--- config.mk ---
export PLATFORM = sky130hd
export DESIGN_NAME = semver_string_validator
export DESIGN_NICKNAME = d
export VERILOG_FILES = /design/src/hw/rtl/svv_pkg.sv /design/src/hw/rtl/svv_core.sv /design/src/hw/rtl/semver_string_validator.sv
export SDC_FILE = /design/constraint.sdc
export NUM_CORES = 1
export LEC_CHECK = 0
export BUFFER_PORTS_ARGS = -buffer_cell sky130_fd_sc_hd__buf_2
export CORE_MARGIN = 5
export CORE_UTILIZATION = 35
export DETAILED_ROUTE_END_ITERATION = 16
export PLACE_DENSITY = 0.48
export REMOVE_ABC_BUFFERS = 1
export SYNTH_ARGS = -nofsm -noshare
export SYNTH_HDL_FRONTEND = slang
export SYNTH_SLANG_ARGS = --single-unit
--- constraint.sdc ---
create_clock -name clk_i -period 9.9 [get_ports clk_i]
set_input_delay 0.495 -clock clk_i [delete_from_list [all_inputs] [get_ports clk_i]]
set_output_delay 0.495 -clock clk_i [all_outputs]
set_load 0.02 [all_outputs]
--- src/hw/rtl/svv_pkg.sv ---
`timescale 1ns / 1ps
`default_nettype none

package svv_pkg;

  typedef enum logic [2:0] {
    PH_MAJOR = 3'd0,
    PH_MINOR = 3'd1,
    PH_PATCH = 3'd2,
    PH_PRE   = 3'd3,
    PH_BUILD = 3'd4,
    PH_ERR   = 3'd5
  } phase_e;

  typedef struct packed {
    logic [7:0] char_code;
    logic       last_char;
  } in_word_t;

  typedef struct packed {
    logic        valid_res;
    logic [63:0] major;
    logic [63:0] minor;
    logic [63:0] patch;
    logic        has_prerelease;
    logic [8:0]  prerelease_start;
    logic [8:0]  prerelease_size;
    logic        has_build;
    logic [8:0]  build_offset;
    logic [8:0]  build_size;
  } out_word_t;

  typedef struct packed {
    logic digits;
    logic leadz;
  } num_flags_t;

  typedef struct packed {
    logic nonempty;
    logic alldig;
    logic firstz;
    logic multi;
  } ident_flags_t;

  localparam ident_flags_t IdentReset = '{nonempty: 1'b0, alldig: 1'b1,
                                          firstz: 1'b0, multi: 1'b0};

  localparam logic [7:0] ChZero  = 8'h30;
  localparam logic [7:0] ChNine  = 8'h39;
  localparam logic [7:0] ChDot   = 8'h2E;
  localparam logic [7:0] ChMinus = 8'h2D;
  localparam logic [7:0] ChPlus  = 8'h2B;
  localparam logic [7:0] ChLowA  = 8'h61;
  localparam logic [7:0] ChLowZ  = 8'h7A;
  localparam logic [7:0] ChUpA   = 8'h41;
  localparam logic [7:0] ChUpZ   = 8'h5A;

endpackage

`default_nettype wire

--- src/hw/rtl/svv_core.sv ---
`timescale 1ns / 1ps
`default_nettype none

module svv_core import svv_pkg::*; #(
  parameter int MAX_LEN = 256
) (
  input  wire logic      clk_i,
  input  wire logic      rst_ni,
  input  wire logic      step_i,
  input  wire in_word_t  item_i,
  output out_word_t      res_o
);

  localparam int PW = $clog2(MAX_LEN + 1);
  localparam int WW = (PW > 9) ? PW : 9;
  localparam logic [PW-1:0] MaxPos = PW'(MAX_LEN);

  function automatic logic ident_ok(input ident_flags_t f, input logic strict);
    logic r;
    r = f.nonempty;
    if (strict && f.alldig && f.firstz && f.multi) begin
      r = 1'b0;
    end
    return r;
  endfunction

  function automatic logic [8:0] to9(input logic [PW-1:0] v);
    logic [WW-1:0] w;
    w = WW'(v);
    return w[8:0];
  endfunction

  phase_e       phase_q, phase_d;
  logic [63:0]  acc_q, acc_d;
  num_flags_t   nf_q, nf_d;
  logic [63:0]  major_q, major_d;
  logic [63:0]  minor_q, minor_d;
  logic [63:0]  patch_q, patch_d;
  logic [PW-1:0] pos_q, pos_d;
  ident_flags_t ident_q, ident_d;
  logic [PW-1:0] pre_ofs_q, pre_ofs_d;
  logic [PW-1:0] pre_len_q, pre_len_d;
  logic         pre_present_q, pre_present_d;
  logic [PW-1:0] bld_ofs_q, bld_ofs_d;

  logic [7:0]   c;
  logic         digit_ch;
  logic         is_ident;
  logic         strict;
  logic         clr_num;
  logic [3:0]   dval;
  logic [67:0]  times_ten;
  logic         ovf;
  logic         ok;
  logic         has_build;
  logic [63:0]  patch_fin;
  logic [PW-1:0] pre_len_fin;
  logic [PW-1:0] bld_size_fin;

  assign c        = item_i.char_code;
  assign digit_ch = (c >= ChZero) && (c <= ChNine);
  assign is_ident = digit_ch || ((c >= ChLowA) && (c <= ChLowZ)) ||
                    ((c >= ChUpA) && (c <= ChUpZ)) || (c == ChMinus);
  assign strict   = (phase_q == PH_PRE);
  assign dval     = 4'(c - ChZero);
  assign times_ten = {1'b0, acc_q, 3'b000} + {3'b000, acc_q, 1'b0} + 68'(dval);
  assign ovf      = |times_ten[67:64];

  always_comb begin
    phase_d       = phase_q;
    acc_d         = acc_q;
    nf_d          = nf_q;
    major_d       = major_q;
    minor_d       = minor_q;
    patch_d       = patch_q;
    pos_d         = pos_q;
    ident_d       = ident_q;
    pre_ofs_d     = pre_ofs_q;
    pre_len_d     = pre_len_q;
    pre_present_d = pre_present_q;
    bld_ofs_d     = bld_ofs_q;
    clr_num       = 1'b0;

    if (phase_q != PH_ERR) begin
      if (pos_q >= MaxPos) begin
        phase_d = PH_ERR;
      end else begin
        pos_d = pos_q + 1'b1;
        if (phase_q == PH_MAJOR || phase_q == PH_MINOR || phase_q == PH_PATCH) begin
          if (digit_ch) begin
            if (nf_q.leadz || ovf) begin
              phase_d = PH_ERR;
            end else begin
              acc_d = times_ten[63:0];
              if (!nf_q.digits && dval == 4'd0) begin
                nf_d.leadz = 1'b1;
              end
              nf_d.digits = 1'b1;
            end
          end else if (!nf_q.digits) begin
            phase_d = PH_ERR;
          end else if (c == ChDot && phase_q == PH_MAJOR) begin
            major_d = acc_q;
            phase_d = PH_MINOR;
            clr_num = 1'b1;
          end else if (c == ChDot && phase_q == PH_MINOR) begin
            minor_d = acc_q;
            phase_d = PH_PATCH;
            clr_num = 1'b1;
          end else if (c == ChMinus && phase_q == PH_PATCH) begin
            patch_d       = acc_q;
            pre_present_d = 1'b1;
            pre_ofs_d     = pos_q + 1'b1;
            phase_d       = PH_PRE;
            clr_num       = 1'b1;
          end else if (c == ChPlus && phase_q == PH_PATCH) begin
            patch_d   = acc_q;
            bld_ofs_d = pos_q + 1'b1;
            phase_d   = PH_BUILD;
            clr_num   = 1'b1;
          end else begin
            phase_d = PH_ERR;
          end
          if (clr_num) begin
            acc_d   = '0;
            nf_d    = '0;
            ident_d = IdentReset;
          end
        end else begin
          if (c == ChDot) begin
            if (!ident_ok(ident_q, strict)) begin
              phase_d = PH_ERR;
            end else begin
              ident_d = IdentReset;
            end
          end else if (c == ChPlus && strict) begin
            if (!ident_ok(ident_q, 1'b1)) begin
              phase_d = PH_ERR;
            end else begin
              pre_len_d = pos_q - pre_ofs_q;
              bld_ofs_d = pos_q + 1'b1;
              phase_d   = PH_BUILD;
              ident_d   = IdentReset;
            end
          end else if (is_ident) begin
            if (ident_q.nonempty) begin
              ident_d.multi = 1'b1;
            end else begin
              ident_d.nonempty = 1'b1;
              if (c == ChZero) begin
                ident_d.firstz = 1'b1;
              end
            end
            if (!digit_ch) begin
              ident_d.alldig = 1'b0;
            end
          end else begin
            phase_d = PH_ERR;
          end
        end
      end
    end
  end

  always_comb begin
    ok           = 1'b0;
    has_build    = 1'b0;
    patch_fin    = patch_d;
    pre_len_fin  = pre_len_d;
    bld_size_fin = '0;
    case (phase_d)
      PH_PATCH: begin
        ok        = nf_d.digits;
        patch_fin = acc_d;
      end
      PH_PRE: begin
        ok          = ident_ok(ident_d, 1'b1);
        pre_len_fin = pos_d - pre_ofs_d;
      end
      PH_BUILD: begin
        ok           = ident_ok(ident_d, 1'b0);
        has_build    = 1'b1;
        bld_size_fin = pos_d - bld_ofs_d;
      end
      default: begin
        ok = 1'b0;
      end
    endcase

    res_o = '0;
    if (ok) begin
      res_o.valid_res = 1'b1;
      res_o.major     = major_d;
      res_o.minor     = minor_d;
      res_o.patch     = patch_fin;
      if (pre_present_d) begin
        res_o.has_prerelease   = 1'b1;
        res_o.prerelease_start = to9(pre_ofs_d);
        res_o.prerelease_size  = to9(pre_len_fin);
      end
      if (has_build) begin
        res_o.has_build    = 1'b1;
        res_o.build_offset = to9(bld_ofs_d);
        res_o.build_size   = to9(bld_size_fin);
      end
    end
  end

  always_ff @(posedge clk_i or negedge rst_ni) begin
    if (!rst_ni) begin
      phase_q       <= PH_MAJOR;
      acc_q         <= '0;
      nf_q          <= '0;
      major_q       <= '0;
      minor_q       <= '0;
      patch_q       <= '0;
      pos_q         <= '0;
      ident_q       <= IdentReset;
      pre_ofs_q     <= '0;
      pre_len_q     <= '0;
      pre_present_q <= 1'b0;
      bld_ofs_q     <= '0;
    end else if (step_i) begin
      if (item_i.last_char) begin
        phase_q       <= PH_MAJOR;
        acc_q         <= '0;
        nf_q          <= '0;
        major_q       <= '0;
        minor_q       <= '0;
        patch_q       <= '0;
        pos_q         <= '0;
        ident_q       <= IdentReset;
        pre_ofs_q     <= '0;
        pre_len_q     <= '0;
        pre_present_q <= 1'b0;
        bld_ofs_q     <= '0;
      end else begin
        phase_q       <= phase_d;
        acc_q         <= acc_d;
        nf_q          <= nf_d;
        major_q       <= major_d;
        minor_q       <= minor_d;
        patch_q       <= patch_d;
        pos_q         <= pos_d;
        ident_q       <= ident_d;
        pre_ofs_q     <= pre_ofs_d;
        pre_len_q     <= pre_len_d;
        pre_present_q <= pre_present_d;
        bld_ofs_q     <= bld_ofs_d;
      end
    end
  end

endmodule

`default_nettype wire

--- src/hw/rtl/semver_string_validator.sv ---
// Strict SemVer 2.0.0 string checker. Feed the string one byte per input word,
// with last_char set on its final byte; exactly one result word follows that
// byte, and no other byte produces one. A byte is taken every cycle unless a
// final byte is waiting for the output register: it sits in the input
// register and is parsed by a single pass of logic (one multiply-by-ten, add
// and overflow check on the 64-bit accumulator) as it leaves, and a result
// is registered in the output register as its final byte leaves.
// The output register holds a result while out_stall_i is high; bytes that
// produce no result keep flowing meanwhile, and only a final byte waits for
// the output register to free up. Strings longer than MAX_LEN bytes are
// reported invalid, and an invalid result carries zeros in every field.
`timescale 1ns / 1ps
`default_nettype none

module semver_string_validator import svv_pkg::*; #(
  parameter int MAX_LEN = 256
) (
  input  wire logic      clk_i,
  input  wire logic      rst_ni,
  input  wire logic      in_valid_i,
  output logic           in_stall_o,
  input  wire in_word_t  in_word_i,
  output logic           out_valid_o,
  input  wire logic      out_stall_i,
  output out_word_t      out_word_o
);

  logic      in_valid_q;
  in_word_t  in_word_q;
  logic      out_valid_q;
  out_word_t out_word_q;
  out_word_t res;
  logic      out_free;
  logic      step;

  assign out_free   = !out_valid_q || !out_stall_i;
  assign step       = in_valid_q && (!in_word_q.last_char || out_free);
  assign in_stall_o = in_valid_q && !step;

  svv_core #(
    .MAX_LEN(MAX_LEN)
  ) u_core (
    .clk_i  (clk_i),
    .rst_ni (rst_ni),
    .step_i (step),
    .item_i (in_word_q),
    .res_o  (res)
  );

  always_ff @(posedge clk_i or negedge rst_ni) begin
    if (!rst_ni) begin
      in_valid_q <= 1'b0;
    end else if (!in_stall_o) begin
      in_valid_q <= in_valid_i;
    end
  end

  always_ff @(posedge clk_i) begin
    if (!in_stall_o && in_valid_i) begin
      in_word_q <= in_word_i;
    end
  end

  always_ff @(posedge clk_i or negedge rst_ni) begin
    if (!rst_ni) begin
      out_valid_q <= 1'b0;
    end else if (out_free) begin
      out_valid_q <= step && in_word_q.last_char;
    end
  end

  always_ff @(posedge clk_i) begin
    if (out_free && step && in_word_q.last_char) begin
      out_word_q <= res;
    end
  end

  assign out_valid_o = out_valid_q;
  assign out_word_o  = out_word_q;

endmodule

`default_nettype wire
==> flow_summary_export.csv, run 1 <==
group,metric,value,unit
place,placed_area,0.0319,mm2
place,port_buffers,245,
power_and_ir_drop,leakage,13.9,nW
logic_synthesis,ys_warn_count,0,
global_routing,grt-ovfl-total,0,
die,design.portCount,246,
global_routing,grt_max_degree,145,
clock_network,worstSkewPairLatency,0.61,ns
route,wl_per_cell,23.1,um
critical_path,cp_max_fo,76,
sta,layout_min_cycle_time,6.57,ns
critical_path,critPathArrivalTime,6.85,ns
sta,hold_violations,0,
power_and_ir_drop,pwr-share-seq,45.2,%
outcome,status,"complete, no violations",
power_and_ir_drop,intPower,4.04,mW
die,coreArea,0.0853,mm2
die,die_h,303,um
clock_network,h-tree-depth,3,
sta,final.setup_skew,0.0357,ns
logic_synthesis,synth_edf_count,240,
sta,rsz0062_at_grt,"false",
global_routing,antenna_found_initial,3,
finish,fin_nets,3299,
clock_network,cts_buffers,68,
sta,max_freq,0.152,GHz
sta,setup_tns,0,ns
critical_path,critical_path.endpoint_type,"register",
route,ant_nets,0,
logic_synthesis,synthSimpleGateAreaFrac,13.6,%
power_and_ir_drop,clock_power_share,45.7,%
finish,final_common_cell,"nand2_1",
sta,worst_slew_pin_slew,1.32,ns
hold_path,hold_path_end,"in_word_q[6]",
global_routing,track_usage,21.4,%
logic_synthesis,synth_seq_area_share,49.2,%
critical_path,crit_required,10.18,ns
critical_path,critPathLaunchType,"register",
hold_path,hp-class,"input pin to register",
route,drc,0,
power_and_ir_drop,power.total,5.44,mW
logic_synthesis,syn_avg_cell_area,9.89,um2
hold_path,holdPathStages,1,
clock_network,cts_setup_buffers,0,
critical_path,critPathKind,"register to register",
global_routing,grt_pass1_vias,24500,
clock_network,clock_sinks,544,
logic_synthesis,async_flop_share,55.9,%
logic_synthesis,muxShareOfSynthArea,0.707,%
critical_path,r2r_slack,3.33,ns
route,met2_length,46500,um
clock_network,cts_buffer_depth,3,
finish,final_cell_mix,"nand2_1 (496), a21oi_1 (362), dfrtp_1 (303)",
power_and_ir_drop,ir_drop,0.0982,mV
clock_network,cts_tree,"built",
die,die_area,0.0919,mm2
logic_synthesis,synth_top_family_by_area,"compound AO/OA/AOI/OAI gates",
logic_synthesis,synth_xor_area_share,2.74,%
hold_path,hold_start,"in_word_i[6]",
route,wl_met3,4910,um
finish,num_antenna_cells,0,
logic_synthesis,ys_ff_latch,544,
logic_synthesis,synth_area_leader_cell,"dfrtp_1",
flow_run,max-cap-violations,0,
clock_network,path_clk_slew,0.06,ns
critical_path,reg2reg_from,"u_core.acc_q[2]",
critical_path,r2r-end,"out_word_o[30]",
die,num_rows,107,
finish,post-route-util,40.0,%
sta,finalCritPeriodShare,66.4,%
logic_synthesis,yosysUniqueCellTypes,89,
finish,fill_cells,8362,
critical_path,rr_worst_depth,17,
sta,setup_viol,0,
logic_synthesis,synth_area,0.0301,mm2
place,globalplace.congestion,0.858,
die,initial_core_util,35.3,%
power_and_ir_drop,switching_share,25.7,%
power_and_ir_drop,comb_power_share,9.1,%
clock_network,cts_root_buffer,"clkbuf_16",
logic_synthesis,synth_area_leaders,"dfrtp_1 (25%), edfxtp_1 (24%), ha_1 (6.4%)",
sta,slew_viol_final,0,
power_and_ir_drop,p_per_area,159,mW/mm2
route,drt-initial-drc-count,1715,
logic_synthesis,synth_compound_area_share,22.4,%
logic_synthesis,ys.flop_type,"dfrtp_1",
logic_synthesis,synthDominantCellAreaShare,25.2,%
route,firstDrtPassIters,5,
route,routed_wirelength,99800,um
finish,drive_gt1_share,15.0,%
power_and_ir_drop,p_sw,1.40,mW
place,dp_hpwl,63500,um
route,vias,24200,
finish,area_growth_syn_to_layout,13.5,%
global_routing,grt_pass1_wl,154000,um
route,routed.top_layer,"met4",
die,chipWidth,303,um
logic_synthesis,synth-adder-area-share,6.74,%
finish,final_area,0.0341,mm2
logic_synthesis,synthCells,3043,
sta,relSlewSlack,11.5,%
route,avgViaCountPerCell,5.59,
route,wirelength_met1,46300,um
-- cells by family after synthesis --
family                   count (synthesis)
multiplexers                            21
AO/OA/AOI/OAI                         1021
AND/OR/NAND/NOR                        894
adder cells (fa/ha/maj)                159
flip-flops                             544
buffers and inverters                  310
XOR/XNOR                                94
-- cells in the mapped netlist, types with 46 or more instances --
master,count
xnor2_1,59
clkbuf_1,210
ha_1,154
a21o_1,46
a211oi_1,85
dfrtp_1,303
o21ai_0,207
a21oi_1,362
and3_1,57
nand2_1,498
edfxtp_1,240
a22o_1,147
nor2_1,116
and2_1,77
-- state kept, by name (all words and copies together) (netlist names), 4 cells and up --
name,flops
u_core.pos_q,9
u_core.ident_q,4
u_core.patch_q,64
u_core.bld_ofs_q,9
u_core.pre_ofs_q,9
u_core.major_q,64
u_core.acc_q,64
out_word_o,231
u_core.pre_len_q,9
u_core.minor_q,64
in_word_q,9
-- worst max path at each step --
stage,cells after the start,end,slack [ns],startpoint
final,17,out_word_o[30],3.33,u_core.acc_q[2]
after detailed placement,17,out_word_o[23],3.39,in_word_q[4]
after CTS,17,out_word_o[37],3.35,u_core.acc_q[0]
after global placement,17,out_word_o[23],3.60,in_word_q[4]
after floorplan,7,u_core.major_q[0],0.23,in_word_q[8]
after global routing,17,out_word_o[23],2.95,in_word_q[4]
-- power groups by stage --
stage | logic, mW | clock network [mW] | registers (mW)
after floorplan | 0.253 | 0 | 2.55
after global placement | 0.500 | 0 | 2.50
after detailed placement | 0.502 | 0 | 2.50
after CTS | 0.505 | 2.56 | 2.46
after global routing | 0.545 | 2.64 | 2.46
final | 0.497 | 2.49 | 2.46
-- cell type report --
type,count,area (um2),share of cell area (%)
Clock inverter,30,279,0.817
Sequential cell,544,14800,43.4
Tap cell,1144,1430,4.19
Clock buffer,96,1940,5.68
Multi-Input combinational cell,2189,14000,40.9
Inverter,41,159,0.465
Timing Repair Buffer,283,1540,4.50
-- stage by stage --
stage	hold WS, ns	std cells	setup slack (ns)
after detailed placement	0.463	4200	3.39
after CTS	0.0235	4327	3.35
after global placement	0.454	4200	3.60
after global routing	0.0371	4327	2.95
after floorplan	0.199	2774	0.230
final	0.0644	4327	3.33
-- layer usage --
| metal | GRT usage [%] | up-vias |
|---|---|---|
| met2 | 35.0 | 686 |
| li1 | - | 11200 |
| met4 | 5.56 | 0 |
| met3 | 2.83 | 122 |
| met1 | 30.2 | 12200 |
| met5 | 0 | - |
-- worst max-delay path: stages (launching register included) --
cell and delay [ns]:
dfrtp_1 0.50, inv_1 0.14, fa_1 0.51, inv_1 0.07, fa_1 0.43, a211oi_1 0.32, o21ai_1 0.15, nand3_1 0.25
nand3_2 0.19, a31oi_4 0.29, o32ai_1 0.16, or3_1 0.39, a211oi_4 0.51, a211o_1 0.77, clkinv_4 0.14, a211oi_4 0.28
buf_4 0.88, nor3_1 0.14
-- what timing repair did --
item,in CTS,in global routing
gates resized for setup,0,0
hold endpoints to repair,90,0
hold buffers,1,0
Power figures use the tool's default switching activity.
==> run 2, diff against run 1 <==
ABC_AREA = 1   (was default)
clock period = 6.1 ns   (was 9.9 ns; I/O delays follow)
==> run 2 against run 1 <==
Sequential cell count stayed put; clock power is 72% higher; global-route usage is 2.9 points lower; sequential share of layout area is 3.9 points lower; critical path type unchanged.
==> flow_summary_export.csv, run 2 <==
group,metric,value,unit
sta,setup_viol,0,
route,drc,0,
logic_synthesis,synth_edf_count,240,
sta,max_freq,0.193,GHz
place,placed_area,0.0350,mm2
finish,final_area,0.0375,mm2
logic_synthesis,synthCells,4222,
logic_synthesis,synthDominantCellAreaShare,23.2,%
power_and_ir_drop,leakage,20.5,nW
sta,worst_slew_pin_slew,1.03,ns
power_and_ir_drop,power.total,10.0,mW
logic_synthesis,syn_avg_cell_area,7.73,um2
critical_path,crit_required,6.47,ns
hold_path,hp-class,"input pin to async pin",
place,dp_hpwl,64500,um
sta,relSlewSlack,31.4,%
critical_path,critPathArrivalTime,5.54,ns
logic_synthesis,ys_warn_count,0,
route,wl_per_cell,16.4,um
sta,hold_violations,0,
logic_synthesis,synth_seq_area_share,45.4,%
route,firstDrtPassIters,8,
critical_path,critical_path.endpoint_type,"register",
logic_synthesis,yosysMostFrequentCell,"nand2_1",
sta,finalCritPeriodShare,84.8,%
critical_path,cpMostUsedCell,"nor2_1",
finish,final_cell_mix,"nand2_1 (1014), inv_1 (861), o21ai_0 (438)",
critical_path,critPathLaunchType,"register",
clock_network,cts_buffer_depth,3,
critical_path,critPathKind,"register to register",
logic_synthesis,synthTopCellsByCount,"nand2_1 (1016), inv_1 (864), o21ai_0 (439)",
sta,slew_viol_final,0,
logic_synthesis,async_flop_share,55.9,%
die,chipWidth,315,um
global_routing,track_usage,18.5,%
die,coreArea,0.0929,mm2
outcome,status,"complete, no violations",
finish,num_antenna_cells,0,
clock_network,h-tree-depth,3,
global_routing,antenna_found_initial,1,
sta,rsz0062_at_grt,"false",
logic_synthesis,synth_area_leaders,"dfrtp_1 (23%), edfxtp_1 (22%), nand2_1 (12%)",
clock_network,path_clk_slew,0.06,ns
clock_network,holdBufCountCts,12,
route,routed_wirelength,93900,um
finish,fin_nets,4580,
power_and_ir_drop,ir_drop,0.187,mV
clock_network,cts_root_buffer,"clkbuf_16",
clock_network,cts_setup_buffers,0,
critical_path,cp_max_fo,13,
logic_synthesis,yosysUniqueCellTypes,49,
finish,final_common_cell,"nand2_1",
die,design.portCount,246,
place,port_buffers,245,
die,initial_core_util,35.1,%
logic_synthesis,ys.flop_type,"dfrtp_1",
critical_path,slowest_delay,0.48,ns
route,avgViaCountPerCell,4.76,
flow_run,max-cap-violations,0,
die,die_h,315,um
finish,fin_cells,5718,
sta,holdWs,0.289,ns
critical_path,cp_slowest_cell,"edfxtp_1",
clock_network,cts_tree,"built",
clock_network,worstSkewPairLatency,0.63,ns
route,drt-initial-drc-count,1795,
power_and_ir_drop,p_per_area,267,mW/mm2
clock_network,post_cts_resize_count,0,
place,dp.cells,5578,
finish,drive_gt1_share,11.1,%
finish,post-route-util,40.4,%
clock_network,cts_buffers,70,
die,num_rows,112,
global_routing,grt_max_degree,139,
finish,area_growth_syn_to_layout,14.9,%
global_routing,grt_pass1_wl,149000,um
logic_synthesis,synth_area_leader_cell,"dfrtp_1",
route,ant_nets,0,
route,vias,27200,
logic_synthesis,ys_ff_latch,544,
global_routing,grt_pass1_vias,26400,
die,die_area,0.0995,mm2
place,globalplace.congestion,0.919,
sta,layout_min_cycle_time,5.18,ns
sta,final.setup_skew,0.0233,ns
clock_network,clock_sinks,544,
finish,largest_reg_flops,231,
global_routing,grt-ovfl-total,0,
logic_synthesis,synth_area,0.0326,mm2
[run 2: final timing paths]
path	start	slack (ns)	end	depth (start not counted)
min in group clk_i	in_word_i[1]	0.39	in_word_q[1]	2
max in group asynchronous	rst_ni	4.57	u_core.patch_q[47]	3
worst max register to register	in_word_q[3]	0.92	out_word_o[8]	27
worst min register to register	u_core.pre_len_q[8]	0.49	u_core.pre_len_q[8]	2
worst max-delay path	in_word_q[3]	0.92	out_word_o[8]	27
worst min-delay path	rst_ni	0.29	u_core.major_q[8]	2
[run 2: cells by family (layout without fill, tap and decap cells)]
family                     Yosys count  after routing  synth area share (%)
DFF                                544            544                  45.4
buffers and inverters             1094           1336                  13.2
adders and majority gates          159            159                  6.21
AOI/OAI and AO/OA                  938            938                  15.9
xor gates and xnor gates            73             73                  1.96
and+or+nand+nor                   1414           1414                  17.3
[run 2: power by group]
part	switching (mW)	total [mW]	internal (mW)
sequential	0.104	4.06	3.96
combinational	1.17	1.67	0.499
clock	1.70	4.29	2.59
total	2.97	10.0	7.05
[run 2: metal layers]
metal / global-route usage, % / up-vias / share of wire (%)
li1: - / 13900 / -
met5: 0 / - / 0
met1: 25.7 / 12700 / 47
met2: 31.0 / 508 / 47
met4: 4.37 / 0 / 1.8
met3: 2.48 / 100 / 4.0
[run 2: layout make-up]
class	count	area, um2
clock buffers	96	1990
clock inverters	32	379
fillers	9731	55400
inverters	915	3460
multi-input cells	2584	13600
flip-flops and latches	544	14800
well taps	1254	1570
repair buffers	293	1750
[run 2: stage by stage]
stage	TNS [ns]	setup WS, ns
6_report	0	0.925
5_1_grt	0	0.484
4_1_cts	0	0.979
3_5_place_dp	0	1.01
3_3_place_gp	0	1.00
2_1_floorplan	-1129.08	-4.48
[run 2: worst max-delay path: cells and delay by family, from the launching register on]
kind                     cells  cell delay, ns
buffers and inverters        3            0.55
AO/OA/AOI/OAI                6            1.06
XOR/XNOR                     2            0.30
adder cells (fa/ha/maj)      2            0.71
AND/OR/NAND/NOR             14            1.82
flip-flops                   1            0.48
